## src/rtl/acc_pkg.sv

```systemverilog
// ---------------------------------------------------------------------------
// Audio codec control package
// Shared types, register offsets, field constants and helper functions.
// ---------------------------------------------------------------------------
package acc_pkg;

   // Beat kinds on the request channel.
   typedef enum logic [1:0] {
      MODE_READ  = 2'd0,
      MODE_WRITE = 2'd1,
      MODE_USEC  = 2'd2,
      MODE_FRAME = 2'd3
   } mode_type;

   // Source of the read response word.
   typedef enum logic [2:0] {
      SEL_SOUND  = 3'd0,
      SEL_CODEC  = 3'd1,
      SEL_STATUS = 3'd2,
      SEL_FRAME  = 3'd3,
      SEL_BAD    = 3'd4
   } rd_sel_type;

   // Commands from the controller to the datapath.
   typedef struct packed {
      logic       sound_we;
      logic       codec_we;
      logic       codec_done;
      logic       frame_we;
      logic       frame_inc;
      logic       usec_tick;
      logic       rsp_load;
      rd_sel_type rd_sel;
   } acc_cmd_type;

   localparam logic [7:0]  OFS_SOUND   = 8'h00;
   localparam logic [7:0]  OFS_CODEC   = 8'h10;
   localparam logic [7:0]  OFS_STATUS  = 8'h20;

   localparam logic [31:0] CC_BUSY     = 32'h0100_0000;
   localparam int          CC_WRITE_BIT = 21;
   localparam logic [31:0] ST_READY    = 32'h0040_0000;
   localparam logic [31:0] ST_VALID    = 32'h0080_0000;
   localparam logic [31:0] REG1_RESET  = 32'h0101_0000;
   localparam logic [9:0]  DELAY_RESET = 10'd22;

   // Bus words arrive and leave in the opposite byte order.
   function automatic logic [31:0] swap32(input logic [31:0] v);
      return {v[7:0], v[15:8], v[23:16], v[31:24]};
   endfunction

   // Value an internal codec register holds before its first write.
   function automatic logic [31:0] reset_word(input logic [7:0] addr);
      return (addr == 8'd1) ? REG1_RESET : 32'h0;
   endfunction

endpackage

```

## src/rtl/acc_req_if.sv

```systemverilog
// ---------------------------------------------------------------------------
// Request channel
// Carries one bus access or tick per beat.
// ---------------------------------------------------------------------------
interface acc_req_if;
   logic        valid;
   logic        ready;
   logic [1:0]  mode;
   logic [7:0]  reg_offset;
   logic [31:0] write_data;

   modport source (output valid, output mode, output reg_offset, output write_data,
                   input ready);
   modport sink   (input valid, input mode, input reg_offset, input write_data,
                   output ready);
endinterface

```

## src/rtl/acc_rsp_if.sv

```systemverilog
// ---------------------------------------------------------------------------
// Response channel
// Carries one read result per beat.
// ---------------------------------------------------------------------------
interface acc_rsp_if;
   logic        valid;
   logic        ready;
   logic [31:0] read_data;
   logic        bad_offset;

   modport source (output valid, output read_data, output bad_offset, input ready);
   modport sink   (input valid, input read_data, input bad_offset, output ready);
endinterface

```

## src/rtl/acc_datapath.sv

```systemverilog
// ---------------------------------------------------------------------------
// Audio codec control datapath
// Register storage, codec register file, countdown and response register.
// ---------------------------------------------------------------------------
module acc_datapath #(
   parameter int NUM_CODEC_REGS = 128
) (
   input  logic                clock,
   input  logic                reset,
   input  acc_pkg::acc_cmd_type cmd,
   input  logic [31:0]         write_data,
   input  logic                csr_we,
   input  logic [9:0]          csr_wdata,
   output logic [31:0]         read_data,
   output logic                bad_offset
);
   import acc_pkg::*;

   localparam int AW = $clog2(NUM_CODEC_REGS);

   logic [31:0] mem [NUM_CODEC_REGS];
   logic [NUM_CODEC_REGS-1:0] wr_ok_ff, wr_ok_in;

   logic [9:0]  delay_ff, delay_in;
   logic [31:0] sound_ff, sound_in;
   logic [31:0] cmd_ff, cmd_in;
   logic [31:0] frame_ff, frame_in;
   logic [7:0]  byte_ff, byte_in;
   logic [1:0]  lane_ff, lane_in;
   logic [1:0]  cnt_ff, cnt_in;
   logic        vflag_ff, vflag_in;
   logic [9:0]  down_ff, down_in;
   logic [31:0] rd_data_ff;
   logic        rd_ok_ff, rd_ok_in;
   logic [31:0] read_data_ff, read_data_in;
   logic        bad_ff, bad_in;

   logic [31:0] wr_word, base, merged, status, clr_mask;
   logic [7:0]  cc_addr, cc_data;
   logic [1:0]  cc_lane;
   logic [4:0]  cc_shift;
   logic        cc_write, in_range, mem_we;
   logic [AW-1:0] new_idx, cc_idx;

   always_comb begin
      wr_word  = swap32(write_data);
      new_idx  = wr_word[AW+11:12];
      cc_data  = cmd_ff[7:0];
      cc_lane  = cmd_ff[9:8];
      cc_addr  = cmd_ff[19:12];
      cc_idx   = cc_addr[AW-1:0];
      cc_write = cmd_ff[CC_WRITE_BIT];
      cc_shift = {cc_lane, 3'b000};
      in_range = {1'b0, cc_addr} < 9'(NUM_CODEC_REGS);
      base     = rd_ok_ff ? rd_data_ff : reset_word(cc_addr);
      clr_mask = ~(32'h0000_00FF << cc_shift);
      merged   = (base & clr_mask) | ({24'h0, cc_data} << cc_shift);
      mem_we   = cmd.codec_done && cc_write && in_range;
      status   = ST_READY | (vflag_ff ? ST_VALID : 32'h0) | ({30'h0, cnt_ff} << 14) |
                 ({30'h0, lane_ff} << 12) | ({24'h0, byte_ff} << 4);

      delay_in     = csr_we ? csr_wdata : delay_ff;
      sound_in     = cmd.sound_we ? wr_word : sound_ff;
      cmd_in       = cmd.codec_we ? (wr_word & ~CC_BUSY) : cmd_ff;
      frame_in     = frame_ff;
      byte_in      = byte_ff;
      lane_in      = lane_ff;
      cnt_in       = cnt_ff;
      vflag_in     = vflag_ff;
      down_in      = down_ff;
      rd_ok_in     = cmd.codec_we ? wr_ok_ff[new_idx] : rd_ok_ff;
      wr_ok_in     = wr_ok_ff;
      read_data_in = read_data_ff;
      bad_in       = bad_ff;

      if (cmd.frame_we) begin
         frame_in = wr_word;
      end else if (cmd.frame_inc) begin
         frame_in = frame_ff + 32'd1;
      end

      if (mem_we) begin
         wr_ok_in[cc_idx] = 1'b1;
      end

      // A codec read latches one lane and restarts the countdown.
      if (cmd.codec_done && !cc_write) begin
         byte_in  = in_range ? 8'(base >> cc_shift) : 8'h00;
         lane_in  = cc_lane;
         vflag_in = 1'b1;
         down_in  = (delay_ff == 10'd0) ? 10'd1 : delay_ff;
      end else if (cmd.usec_tick && down_ff != 10'd0) begin
         down_in = down_ff - 10'd1;
         if (down_ff == 10'd1) begin
            vflag_in = 1'b0;
            cnt_in   = cnt_ff + 2'd1;
         end
      end

      if (cmd.rsp_load) begin
         bad_in = 1'b0;
         case (cmd.rd_sel)
            SEL_SOUND:  read_data_in = swap32(sound_ff);
            SEL_CODEC:  read_data_in = swap32(cmd_ff);
            SEL_STATUS: read_data_in = swap32(status);
            SEL_FRAME:  read_data_in = swap32(frame_ff);
            default: begin
               read_data_in = 32'h0;
               bad_in       = 1'b1;
            end
         endcase
      end
   end

   always_ff @(posedge clock) begin
      if (cmd.codec_we) begin
         rd_data_ff <= mem[new_idx];
      end
      if (mem_we) begin
         mem[cc_idx] <= merged;
      end
   end

   always_ff @(posedge clock) begin
      read_data_ff <= read_data_in;
      bad_ff       <= bad_in;
      if (reset) begin
         delay_ff <= DELAY_RESET;
         sound_ff <= '0;
         cmd_ff   <= '0;
         frame_ff <= '0;
         byte_ff  <= '0;
         lane_ff  <= '0;
         cnt_ff   <= '0;
         vflag_ff <= 1'b0;
         down_ff  <= '0;
         rd_ok_ff <= 1'b0;
         wr_ok_ff <= '0;
      end else begin
         delay_ff <= delay_in;
         sound_ff <= sound_in;
         cmd_ff   <= cmd_in;
         frame_ff <= frame_in;
         byte_ff  <= byte_in;
         lane_ff  <= lane_in;
         cnt_ff   <= cnt_in;
         vflag_ff <= vflag_in;
         down_ff  <= down_in;
         rd_ok_ff <= rd_ok_in;
         wr_ok_ff <= wr_ok_in;
      end
   end

   assign read_data  = read_data_ff;
   assign bad_offset = bad_ff;

   a_expire_clears_flag: assert property (@(posedge clock) disable iff (reset)
      cmd.usec_tick && !cmd.codec_done && down_ff == 10'd1 |=> !vflag_ff && down_ff == 10'd0)
      else $error("countdown expiry did not clear the first-valid flag");

   a_read_arms_countdown: assert property (@(posedge clock) disable iff (reset)
      cmd.codec_done && !cc_write |=> vflag_ff && down_ff != 10'd0)
      else $error("codec read did not arm the countdown");

   a_bad_read_is_zero: assert property (@(posedge clock) disable iff (reset)
      cmd.rsp_load && cmd.rd_sel == SEL_BAD |=> bad_ff && read_data_ff == 32'h0)
      else $error("unsupported read did not return zero with the error flag");

endmodule

```

## src/rtl/acc_ctrl.sv

```systemverilog
// ---------------------------------------------------------------------------
// Audio codec control sequencer
// Decodes request beats into datapath commands and owns the handshakes.
// ---------------------------------------------------------------------------
module acc_ctrl #(
   parameter int FRAME_COUNT_OFFSET = 48
) (
   input  logic                 clock,
   input  logic                 reset,
   input  logic                 req_valid,
   input  logic [1:0]           req_mode,
   input  logic [7:0]           req_reg_offset,
   output logic                 req_ready,
   output logic                 rsp_valid,
   input  logic                 rsp_ready,
   output acc_pkg::acc_cmd_type cmd
);
   import acc_pkg::*;

   typedef enum logic [1:0] {
      ST_IDLE  = 2'b01,
      ST_CODEC = 2'b10
   } state_type;

   localparam logic [7:0] OFS_FRAME = 8'(FRAME_COUNT_OFFSET);

   state_type state_ff, state_in;
   logic      rsp_valid_ff, rsp_valid_in;
   logic      accept;
   mode_type  mode;

   always_comb begin
      mode      = mode_type'(req_mode);
      req_ready = (state_ff == ST_IDLE) &&
                  (!rsp_valid_ff || rsp_ready || mode != MODE_READ);
      accept    = req_valid && req_ready;

      cmd          = '0;
      cmd.rd_sel   = SEL_BAD;
      state_in     = state_ff;

      case (state_ff)
         ST_IDLE: begin
            if (accept) begin
               case (mode)
                  MODE_READ: begin
                     cmd.rsp_load = 1'b1;
                     if (req_reg_offset == OFS_SOUND) begin
                        cmd.rd_sel = SEL_SOUND;
                     end else if (req_reg_offset == OFS_CODEC) begin
                        cmd.rd_sel = SEL_CODEC;
                     end else if (req_reg_offset == OFS_STATUS) begin
                        cmd.rd_sel = SEL_STATUS;
                     end else if (req_reg_offset == OFS_FRAME) begin
                        cmd.rd_sel = SEL_FRAME;
                     end
                  end
                  MODE_WRITE: begin
                     if (req_reg_offset == OFS_SOUND) begin
                        cmd.sound_we = 1'b1;
                     end else if (req_reg_offset == OFS_CODEC) begin
                        cmd.codec_we = 1'b1;
                        state_in     = ST_CODEC;
                     end else if (req_reg_offset != OFS_STATUS &&
                                  req_reg_offset == OFS_FRAME) begin
                        cmd.frame_we = 1'b1;
                     end
                  end
                  MODE_USEC:  cmd.usec_tick = 1'b1;
                  MODE_FRAME: cmd.frame_inc = 1'b1;
                  default:    cmd.rsp_load  = 1'b0;
               endcase
            end
         end
         ST_CODEC: begin
            cmd.codec_done = 1'b1;
            state_in       = ST_IDLE;
         end
         default: state_in = ST_IDLE;
      endcase

      if (cmd.rsp_load) begin
         rsp_valid_in = 1'b1;
      end else if (rsp_ready) begin
         rsp_valid_in = 1'b0;
      end else begin
         rsp_valid_in = rsp_valid_ff;
      end
   end

   always_ff @(posedge clock) begin
      if (reset) begin
         state_ff     <= ST_IDLE;
         rsp_valid_ff <= 1'b0;
      end else begin
         state_ff     <= state_in;
         rsp_valid_ff <= rsp_valid_in;
      end
   end

   assign rsp_valid = rsp_valid_ff;

   a_codec_one_cycle: assert property (@(posedge clock) disable iff (reset)
      state_ff == ST_CODEC |=> state_ff == ST_IDLE)
      else $error("codec update stayed longer than one cycle");

   a_codec_blocks_req: assert property (@(posedge clock) disable iff (reset)
      state_ff == ST_CODEC |-> !req_ready && cmd.codec_done)
      else $error("request taken during codec update");

   a_read_gives_rsp: assert property (@(posedge clock) disable iff (reset)
      accept && mode == MODE_READ |=> rsp_valid_ff)
      else $error("accepted read produced no response");

endmodule

```

## src/rtl/audio_codec_control_registers.sv

```systemverilog
// ---------------------------------------------------------------------------
// Audio codec control registers
// Host-side register interface of a sound codec: sound control, codec
// command and status, frame counter, and an internal codec register file.
// ---------------------------------------------------------------------------
// A read beat's response is registered and valid in the cycle after acceptance.
// One beat per cycle while no held response blocks a read, except a
// codec-control write, which holds off the next beat because the codec
// register file is read and then updated through its single registered port.
// Reset is synchronous and active high; the register file needs no clearing
// pass, since per-entry written bits fall back to the reset contents.
// ---------------------------------------------------------------------------
module audio_codec_control_registers #(
   parameter int NUM_CODEC_REGS     = 128,
   parameter int FRAME_COUNT_OFFSET = 48
) (
   input  logic        clock,
   input  logic        reset,
   acc_req_if.sink     req,
   acc_rsp_if.source   rsp,
   input  logic        csr_we,
   input  logic [9:0]  csr_wdata
);
   import acc_pkg::*;

   // The controller decodes each request beat into one command set for the
   // datapath. Reads are answered from the response register; ticks and plain
   // writes complete in the cycle they are accepted.
   acc_cmd_type cmd;

   acc_ctrl #(
      .FRAME_COUNT_OFFSET(FRAME_COUNT_OFFSET)
   ) u_ctrl (
      .clock         (clock),
      .reset         (reset),
      .req_valid     (req.valid),
      .req_mode      (req.mode),
      .req_reg_offset(req.reg_offset),
      .req_ready     (req.ready),
      .rsp_valid     (rsp.valid),
      .rsp_ready     (rsp.ready),
      .cmd           (cmd)
   );

   // The datapath holds all architectural state, including the countdown
   // register that is loaded from the first-valid delay setting.
   acc_datapath #(
      .NUM_CODEC_REGS(NUM_CODEC_REGS)
   ) u_datapath (
      .clock     (clock),
      .reset     (reset),
      .cmd       (cmd),
      .write_data(req.write_data),
      .csr_we    (csr_we),
      .csr_wdata (csr_wdata),
      .read_data (rsp.read_data),
      .bad_offset(rsp.bad_offset)
   );

endmodule

```

## src/flat_wrapper.sv

```systemverilog
// flat-port wrapper written by rule: the top's interface ports become plain ports
module audio_codec_control_registers_flat import acc_pkg::*;
#(
   parameter int NUM_CODEC_REGS     = 128,
   parameter int FRAME_COUNT_OFFSET = 48
)
  (clock, reset, csr_we, csr_wdata, req_valid, req_mode, req_reg_offset, req_write_data, req_ready, rsp_valid, rsp_read_data, rsp_bad_offset, rsp_ready);
  acc_req_if req_i ();
  acc_rsp_if rsp_i ();
  input  logic clock;
  input  logic reset;
  input  logic csr_we;
  input  logic [9:0] csr_wdata;
  input wire logic [$bits(req_i.valid)-1:0] req_valid;
  input wire logic [$bits(req_i.mode)-1:0] req_mode;
  input wire logic [$bits(req_i.reg_offset)-1:0] req_reg_offset;
  input wire logic [$bits(req_i.write_data)-1:0] req_write_data;
  output wire logic [$bits(req_i.ready)-1:0] req_ready;
  output wire logic [$bits(rsp_i.valid)-1:0] rsp_valid;
  output wire logic [$bits(rsp_i.read_data)-1:0] rsp_read_data;
  output wire logic [$bits(rsp_i.bad_offset)-1:0] rsp_bad_offset;
  input wire logic [$bits(rsp_i.ready)-1:0] rsp_ready;
  assign req_i.valid = req_valid;
  assign req_i.mode = req_mode;
  assign req_i.reg_offset = req_reg_offset;
  assign req_i.write_data = req_write_data;
  assign req_ready = req_i.ready;
  assign rsp_valid = rsp_i.valid;
  assign rsp_read_data = rsp_i.read_data;
  assign rsp_bad_offset = rsp_i.bad_offset;
  assign rsp_i.ready = rsp_ready;
  audio_codec_control_registers #(.NUM_CODEC_REGS(NUM_CODEC_REGS), .FRAME_COUNT_OFFSET(FRAME_COUNT_OFFSET)) u_core (.clock(clock), .reset(reset), .req(req_i), .rsp(rsp_i), .csr_we(csr_we), .csr_wdata(csr_wdata));
endmodule
```

## config.mk

```make
export PLATFORM = sky130hd
export DESIGN_NAME = audio_codec_control_registers_flat
export DESIGN_NICKNAME = d
export VERILOG_FILES = /design/src/rtl/acc_pkg.sv /design/src/rtl/acc_req_if.sv /design/src/rtl/acc_rsp_if.sv /design/src/rtl/acc_datapath.sv /design/src/rtl/acc_ctrl.sv /design/src/rtl/audio_codec_control_registers.sv /design/src/flat_wrapper.sv
export SDC_FILE = /design/constraint.sdc
export NUM_CORES = 2
export LEC_CHECK = 0
export BUFFER_PORTS_ARGS = -buffer_cell sky130_fd_sc_hd__buf_4
export CORE_AREA = 2 2 753 755
export DETAILED_ROUTE_END_ITERATION = 7
export DIE_AREA = 0 0 755 757
export GPL_TIMING_DRIVEN = 0
export HOLD_SLACK_MARGIN = 0.02
export RECOVER_POWER = 50
export SETUP_SLACK_MARGIN = 0.3
export SYNTH_ARGS = -nofsm -noshare
export SYNTH_HDL_FRONTEND = slang
export SYNTH_SLANG_ARGS = --single-unit
export TNS_END_PERCENT = 50
```

## constraint.sdc

```tcl
create_clock -name clock -period 19.5 [get_ports clock]
set_input_delay 3.9 -clock clock [delete_from_list [all_inputs] [get_ports clock]]
set_output_delay 3.9 -clock clock [all_outputs]
set_load 0.02 [all_outputs]
```

### Word-level counts from Yosys, hierarchy flattened

Memory sizes are Yosys's and may differ from the RTL's. A register that Yosys moved wholly into a read port is not among the register bits.
Index checks and enable logic that the tools add are counted.

* memories: 1
* input port bits: 57
* register bits after elaboration: 293
* memory bits (writable): 4096
* output and inout port bits: 35

* add/sub/neg operators: 3
* bitwise operators: 10
* shift operators: 3
* mux-type cells: 42
* order comparisons: 4
* eq/ne operators: 14
* reduce and logical (&&, ||, !) cells: 27

Memories
* u_core.u_datapath.mem: depth 128, width 32, rd ports 1, clocked after memory_dff 1, wr ports 1, line acc_datapath.sv:21 `logic [31:0] mem [NUM_CODEC_REGS];`

Operator list (count)
* $or 128x128->128: 1
* $pmux 32 s4: 1
* $mux 32: 3
* $add 32x1->32 const B: 1
* $and 32x32->32: 1
* $not 32->32: 1
* $or 32x32->32: 1
* $shl 8x5->32: 1
* $shl 8x5->32 const A: 1
* $shr 32x5->8: 1
* $mux 10: 3
* $mux 25: 1
* $mux 24: 1
* $or 24x12->24: 1
* $or 24x14->24: 1
* $or 24x16->24: 1
* $mux 1: 20
* $eq 8x6->1 const B: 2
* $lt 7x8->1 const B: 2
* $mux 7: 2
* $mux 3: 4
* $eq 10x1->1 const B: 1
* $logic_not 10->1: 1
* $reduce_bool 10->1: 1
* other kinds (29): 50

### Depth between registers and ports, before layout

* depth in word-level cells: 11
* gate-level depth with buffers: 10
* depth with buffers taken out: 8

### By module

From an unflattened synthesis, not the netlist that was laid out.

* cell total of the unflattened synthesis: 7333
* area, all modules: 169359.9 µm²

Modules (own cells, without submodules)
* acc_datapath: cells each 7303, seq. area each 130094.8 µm², times used 1, area each 169090.9 µm²
* acc_ctrl: cells each 30, seq. area each 60.1 µm², times used 1, area each 269.0 µm²

### Least setup slack after synthesis

OpenSTA, ideal clock, no wires.

* kind: input to register
* start point: input rsp_ready
* end point: register u_core.u_datapath.bad_ff (netlist: u_core.u_datapath.bad_offset), data pin
* data arrival time: 8554 ps
* stages: 5
* setup time: 296 ps
* slack: 10650 ps
* buffers on the path: 1
* path through: nand2b_1 -> o31a_1 -> nor4bb_1 -> nand3_1 -> clkbuf_1

* word-level cells in the longest chain between the ends: 9

RTL lines
* start: declaration: line flat_wrapper.sv:22 `input wire logic [$bits(rsp_i.ready)-1:0] rsp_ready;`
* $logic_or 1x1->1 * (2 in a row): line acc_ctrl.sv:35 `(!rsp_valid_ff || rsp_ready || mode != MODE_READ);`
* $logic_and 1x1->1 *: line acc_ctrl.sv:34 `req_ready = (state_ff == ST_IDLE) &&`
* via req_ready: line flat_wrapper.sv:18 `output wire logic [$bits(req_i.ready)-1:0] req_ready;`
* $logic_and 1x1->1 *: line acc_ctrl.sv:36 `accept = req_valid && req_ready;`
* $mux 7 *: line acc_ctrl.sv:44 `if (accept) begin`
* $mux 7 *: line acc_ctrl.sv:42 `case (state_ff)`
* $eq 3x2->1 (tied with other cells): line acc_datapath.sv:102 `case (cmd.rd_sel)`
* $reduce_or 4->1 (no line) *
* $mux 1 *: line acc_datapath.sv:102
* end signal: assignment: line acc_datapath.sv:126 `bad_ff <= bad_in;`
* end: declaration: line acc_datapath.sv:36 `logic bad_ff, bad_in;`

Mark *: on every way through the listed nets, which the timed path passes. The rest lies on a longest branch.
A chain may end at the register's enable or synchronous reset.

### Worst setup path after layout

* start point: register u_core.u_datapath.cmd_ff[8]
* end point: memory u_core.u_datapath.mem[34][13], data pin

* word-level cells in the longest chain between the ends: 4

RTL lines
* start: declaration: line acc_datapath.sv:26 `logic [31:0] cmd_ff, cmd_in;`
* start signal: assignment: line acc_datapath.sv:142 `cmd_ff <= cmd_in;`
* $shl 8x5->32: line acc_datapath.sv:56 `clr_mask = ~(32'h0000_00FF << cc_shift);`
* $not 32->32: line acc_datapath.sv:56
* $and 32x32->32: line acc_datapath.sv:57 `merged = (base & clr_mask) | ({24'h0, cc_data} << cc_shift);`
* $or 32x32->32 *: line acc_datapath.sv:57
* via u_core.u_datapath.merged[13]: line acc_datapath.sv:38 `logic [31:0] wr_word, base, merged, status, clr_mask;`
* end: declaration: line acc_datapath.sv:21

Marked as above.

==> results <==
- For this design the static power due to leakage is 58.7 nW.
- The max capacitance violation total is 115.
- TritonCTS built the clock tree.
- The critical path launch point is u_core.u_datapath.cmd_ff[8].
- The height of the die is 757 um.
- The portion of total power attributed to sequential cells is 54.0%.
- After clock tree synthesis, the flow added hold-fix buffers numbering 0.
- The most common cell in the synthesized netlist is sky130_fd_sc_hd__edfxtp_1.
- The synthesized netlist contains 69 unique library cells.
- The level count of the clock H-tree is 5.
- The actual slew at the worst max-slew pin is 4.69 ns.
- The share of async-settable or async-resettable flops after synthesis is 0%.
- Entering global routing, the biggest net connects 66 pins.
- In this run the core area contains 276 standard-cell rows.
- Sequential elements use 77.1% of the synthesized area.
- The clock arrives with between 0.07 and 0.08 ns of skew.
- For this run, design rule violations remaining after detail routing come to 0.
- By count the netlist is led by 4161 x sky130_fd_sc_hd__edfxtp_1, 1331 x sky130_fd_sc_hd__mux4_2, 452 x sky130_fd_sc_hd__nor2_1.
- A synthesized cell averages about 22 sq um.
- CTS placed an instance of sky130_fd_sc_hd__clkbuf_16 at the clock tree root.
- The endpoint of the worst hold-timing path is u_core.u_datapath.sound_ff[10].
- The minimum period implied by the final worst setup slack is 8.93 ns.
- In this run the post-CTS setup repair buffer count came out at 0.
- In this run the power spent charging and discharging nets is a little under 0.004 W.
- Yosys mapped a number of flops with a built-in enable equal to 4161.
- No sink is reached through more buffers than the 4 on the longest clock path.
- The beginning of the worst hold path is u_core.u_datapath.sound_ff[10].
- The number of iterations in the first detailed-routing pass is 8.
- The weighted congestion reported at the end of routability-driven placement is 0.965.
- Data on the critical path is required at its endpoint by 19.77 ns.
- The finished layout holds about 16000 standard cells, fillers aside.
- The routed layout has 82800 vias.
- The critical register-to-register path startpoint is u_core.u_datapath.cmd_ff[8].
- The library cell occupying the most area in the post-synthesis netlist is sky130_fd_sc_hd__edfxtp_1.
- The estimated wirelength of the detail-placed design is 331000 um.
- Hold timing on the final database bottoms out at a slack of between 0.4 and 0.5 ns.
- The sequential cells in the finished layout cover a total of 130000 sq um.
- The count of input and output buffers is 84.
- The cell count after synthesis came out at 7507.
- Using the TritonRoute via totals, the vias-per-cell ratio works out to 5.14.
- The die covers 572000 sq um.
- The overall global routing resource usage is 15.9%.
- The area of combinational cells with multiple inputs is 37400 sq um.
- The kind of launch point of the worst setup path is a flip-flop.
- VDD sags by at most 83.4 uV.
- The endpoint of the worst-slack reg-to-reg timing path is u_core.u_datapath.mem[34][13].
- The number of antenna violations at the first check in global routing is 48.
- The initial utilization of the core area, before any placement, comes to 30.0%.
- The hold violation count in the final report came to 0.
- The total count of max-transition violations in the final report came to 4088.
- The detail route stage leaves a number of antenna-violating nets equal to 0.
- The flow ran to the end, but the final reports show violations.
- The clock edge transition at the registers on the reported setup and hold paths is 0.06 ns.
- Setup repair after global routing left no endpoint under its margin.
- The largest driver fanout on the critical path is 64.
- The post-synth design cell area is 169000 sq um.
- In this run the biggest area consumer among cell types represents between 70% and 80% of the synthesized area.
- The number of violations reported at the end of detailed-routing iteration 0 is 10900.
- The count of final setup violators is 0.
- Measured against its own limit, the worst slew margin works out to -216%.
- The checks that failed: max-capacitance violations, max-slew violations.
- The layout has 51400 filler cells.
- The number of global-route vias before repair was 83800.
- Counting every net in the synthesized netlist gives 7567.
- The global-route wire length before repair is 647000 um.
- The number of cells on the worst reg-to-reg path is 8.
- Clock tree synthesis found a total of 4421 sinks.
- In the post-synthesis netlist, the biggest area contributors are sky130_fd_sc_hd__edfxtp_1 74%, sky130_fd_sc_hd__mux4_2 18%, sky130_fd_sc_hd__dfxtp_1 3.1%.
- The number of placed I/O pins is 92.
- The number of CTS-inserted buffers is 428.
- The number of placed instances, taps included, is 15300.
- The cell-internal power is 0.0150 W.
- After global routing the overflow that remains totals 0.
- In the synthesized netlist the dominant register cell turns out to be sky130_fd_sc_hd__edfxtp_1.
- The clock share of power is a little over two fifths.
- The critical path is of the flip-flop to flip-flop type.
- In this run the horizontal extent of the chip is 755 um.
- The fraction of power consumed by combinational cells is approximately 3.1%.
- The synthesis-stage register bit count is around 4400.
- The post-route setup TNS is 0 ns.
- Data on the critical path arrives at its endpoint at 9.20 ns.
- The worst register-to-register path has a setup slack of between 10 and 15 ns.
- STA classifies the critical path endpoint as a flip-flop.
- The core area is 563000 sq um.
- The worst path uses 45.8% of the clock period.
- The net count of the finished layout is between 8000 and 9000.
- The routed wire length per instance is 29.1 um.
- The instance count along the most critical hold path is 2.
- The fraction of power spent switching nets is between 20% and 30%.
- The tightest min-delay check is of the flip-flop to flip-flop type.
- Static timing analysis puts the maximum clock frequency at 112 MHz.
- The later pin in the worst-skew pair is clocked with a latency of 1.03 ns.
- The fraction of final layout cells sized beyond drive strength 1 is 28.1%.
- Gates resized during post-CTS repair numbered 0.
- From synthesis to final layout, the design area changed by 16.3%.
- Wires add up to 468000 um.
- For this run, the number of Yosys warnings is 0.
- Dividing total power by cell area gives a power density of 96.5 nW/um^2.
-- registers in the layout, summed over array words and instances, names as in the netlist --
| signal | count |
|---|---|
| u_core.u_datapath.frame_ff | 32 |
| u_core.u_datapath.sound_ff | 32 |
| u_core.u_ctrl.state_ff | 2 |
| u_core.u_datapath.cmd_ff | 31 |
| u_core.u_datapath.read_data | 32 |
| u_core.u_datapath.byte_ff | 8 |
| u_core.u_ctrl.rsp_valid | 1 |
| u_core.u_datapath.rd_ok_ff | 1 |
| u_core.u_datapath.rd_data_ff | 32 |
| u_core.u_datapath.vflag_ff | 1 |
| u_core.u_datapath.down_ff | 10 |
| u_core.u_datapath.wr_ok_ff | 128 |
| u_core.u_datapath.delay_ff | 10 |
| u_core.u_datapath.bad_offset | 1 |
| u_core.u_datapath.cnt_ff | 2 |
| u_core.u_datapath.mem | 4096 |
| u_core.u_datapath.lane_ff | 2 |
-- how the worst max path moves through the flow --
| stage | to | slack, ns | cells past startpoint |
|---|---|---|---|
| final | u_core.u_datapath.mem[34][13] | 10.57 | 8 |
| after global routing | u_core.u_datapath.mem[50][13] | 10.08 | 8 |
| after CTS | req_ready | 10.93 | 4 |
| after global placement | u_core.u_datapath.mem[64][16] | 2.71 | 6 |
| after floorplan | u_core.u_datapath.bad_offset | 10.65 | 5 |
| after detailed placement | u_core.u_datapath.rd_data_ff[14] | 10.49 | 8 |
-- metal layers --
| metal | global-route usage [%] | wire length (um) | vias to the layer above |
|---|---|---|---|
| met2 | 25.7 | 219000 | 4096 |
| met1 | 21.0 | 184000 | 44600 |
| met5 | 0 | 14 | - |
| met3 | 3.57 | 44700 | 811 |
| li1 | - | - | 33300 |
| met4 | 5.95 | 20500 | 4 |
-- cell type report --
cell class | count | area share, %
multi-input cells | 2646 | 19.0
repair buffers | 288 | 1.92
well taps | 7506 | 4.78
inverters | 11 | 0.0210
plain buffers | 429 | 0.956
flip-flops and latches | 4421 | 66.3
diodes | 18 | 0.0229
clock inverters | 247 | 1.20
clock buffers | 540 | 5.75
-- power groups by stage --
| stage | logic [W] | clock network, W | registers [W] |
|---|---|---|---|
| after floorplan | 0.000363 | 0 | 0.0104 |
| after global placement | 0.000591 | 0 | 0.0104 |
| after detailed placement | 0.000597 | 0 | 0.0104 |
| after CTS | 0.000598 | 0.00823 | 0.0102 |
| after global routing | 0.000622 | 0.00857 | 0.0102 |
| final | 0.000596 | 0.00812 | 0.0102 |
-- placed cells by master (no fill, tap or decap), types with 94 or more instances in the layout --
cell and n:
sky130_fd_sc_hd__dfxtp_1 260, sky130_fd_sc_hd__mux4_2 1331, sky130_fd_sc_hd__clkbuf_1 437, sky130_fd_sc_hd__o22ai_1 129, sky130_fd_sc_hd__edfxtp_1 4161, sky130_fd_sc_hd__nor2_1 363, sky130_fd_sc_hd__a21oi_1 123, sky130_fd_sc_hd__buf_2 122
sky130_fd_sc_hd__clkinv_1 94, sky130_fd_sc_hd__clkbuf_16 433, sky130_fd_sc_hd__nand2_1 242
-- per-stage QoR --
step,total power [W],util [%],setup slack [ns],cell area (sq um)
floorplan,0.0108,-,10.65,169000
global placement,0.0110,31.7,2.71,179000
detailed placement,0.0110,32.8,10.49,185000
CTS,0.0191,35.2,10.93,198000
global route,0.0194,34.8,10.08,196000
finish,0.0190,34.9,10.57,196000
-- worst max-delay path, cell delays in order, from the launching register on --
cell and delay [ns]:
sky130_fd_sc_hd__dfxtp_1 0.31, sky130_fd_sc_hd__clkbuf_1 0.65, sky130_fd_sc_hd__clkbuf_1 0.75, sky130_fd_sc_hd__nor2b_1 0.22, sky130_fd_sc_hd__clkbuf_1 0.39, sky130_fd_sc_hd__nand2_1 0.11, sky130_fd_sc_hd__nand2_1 0.97, sky130_fd_sc_hd__clkbuf_1 2.05
sky130_fd_sc_hd__clkbuf_1 2.54
-- cells by family (layout without fill, tap and decap cells) --
logic type	count (synthesis)	in the layout	share of synthesized area (%)
fa+ha+maj	3	3	0.0222
compound gates	387	387	1.44
buf+inv	440	1515	1.12
mux	1361	1361	18.0
xor+xnor	13	13	0.0675
other cells	0	18	0
simple gates	882	882	2.26
flops	4421	4421	77.1
(Power assumes the default switching activity.)
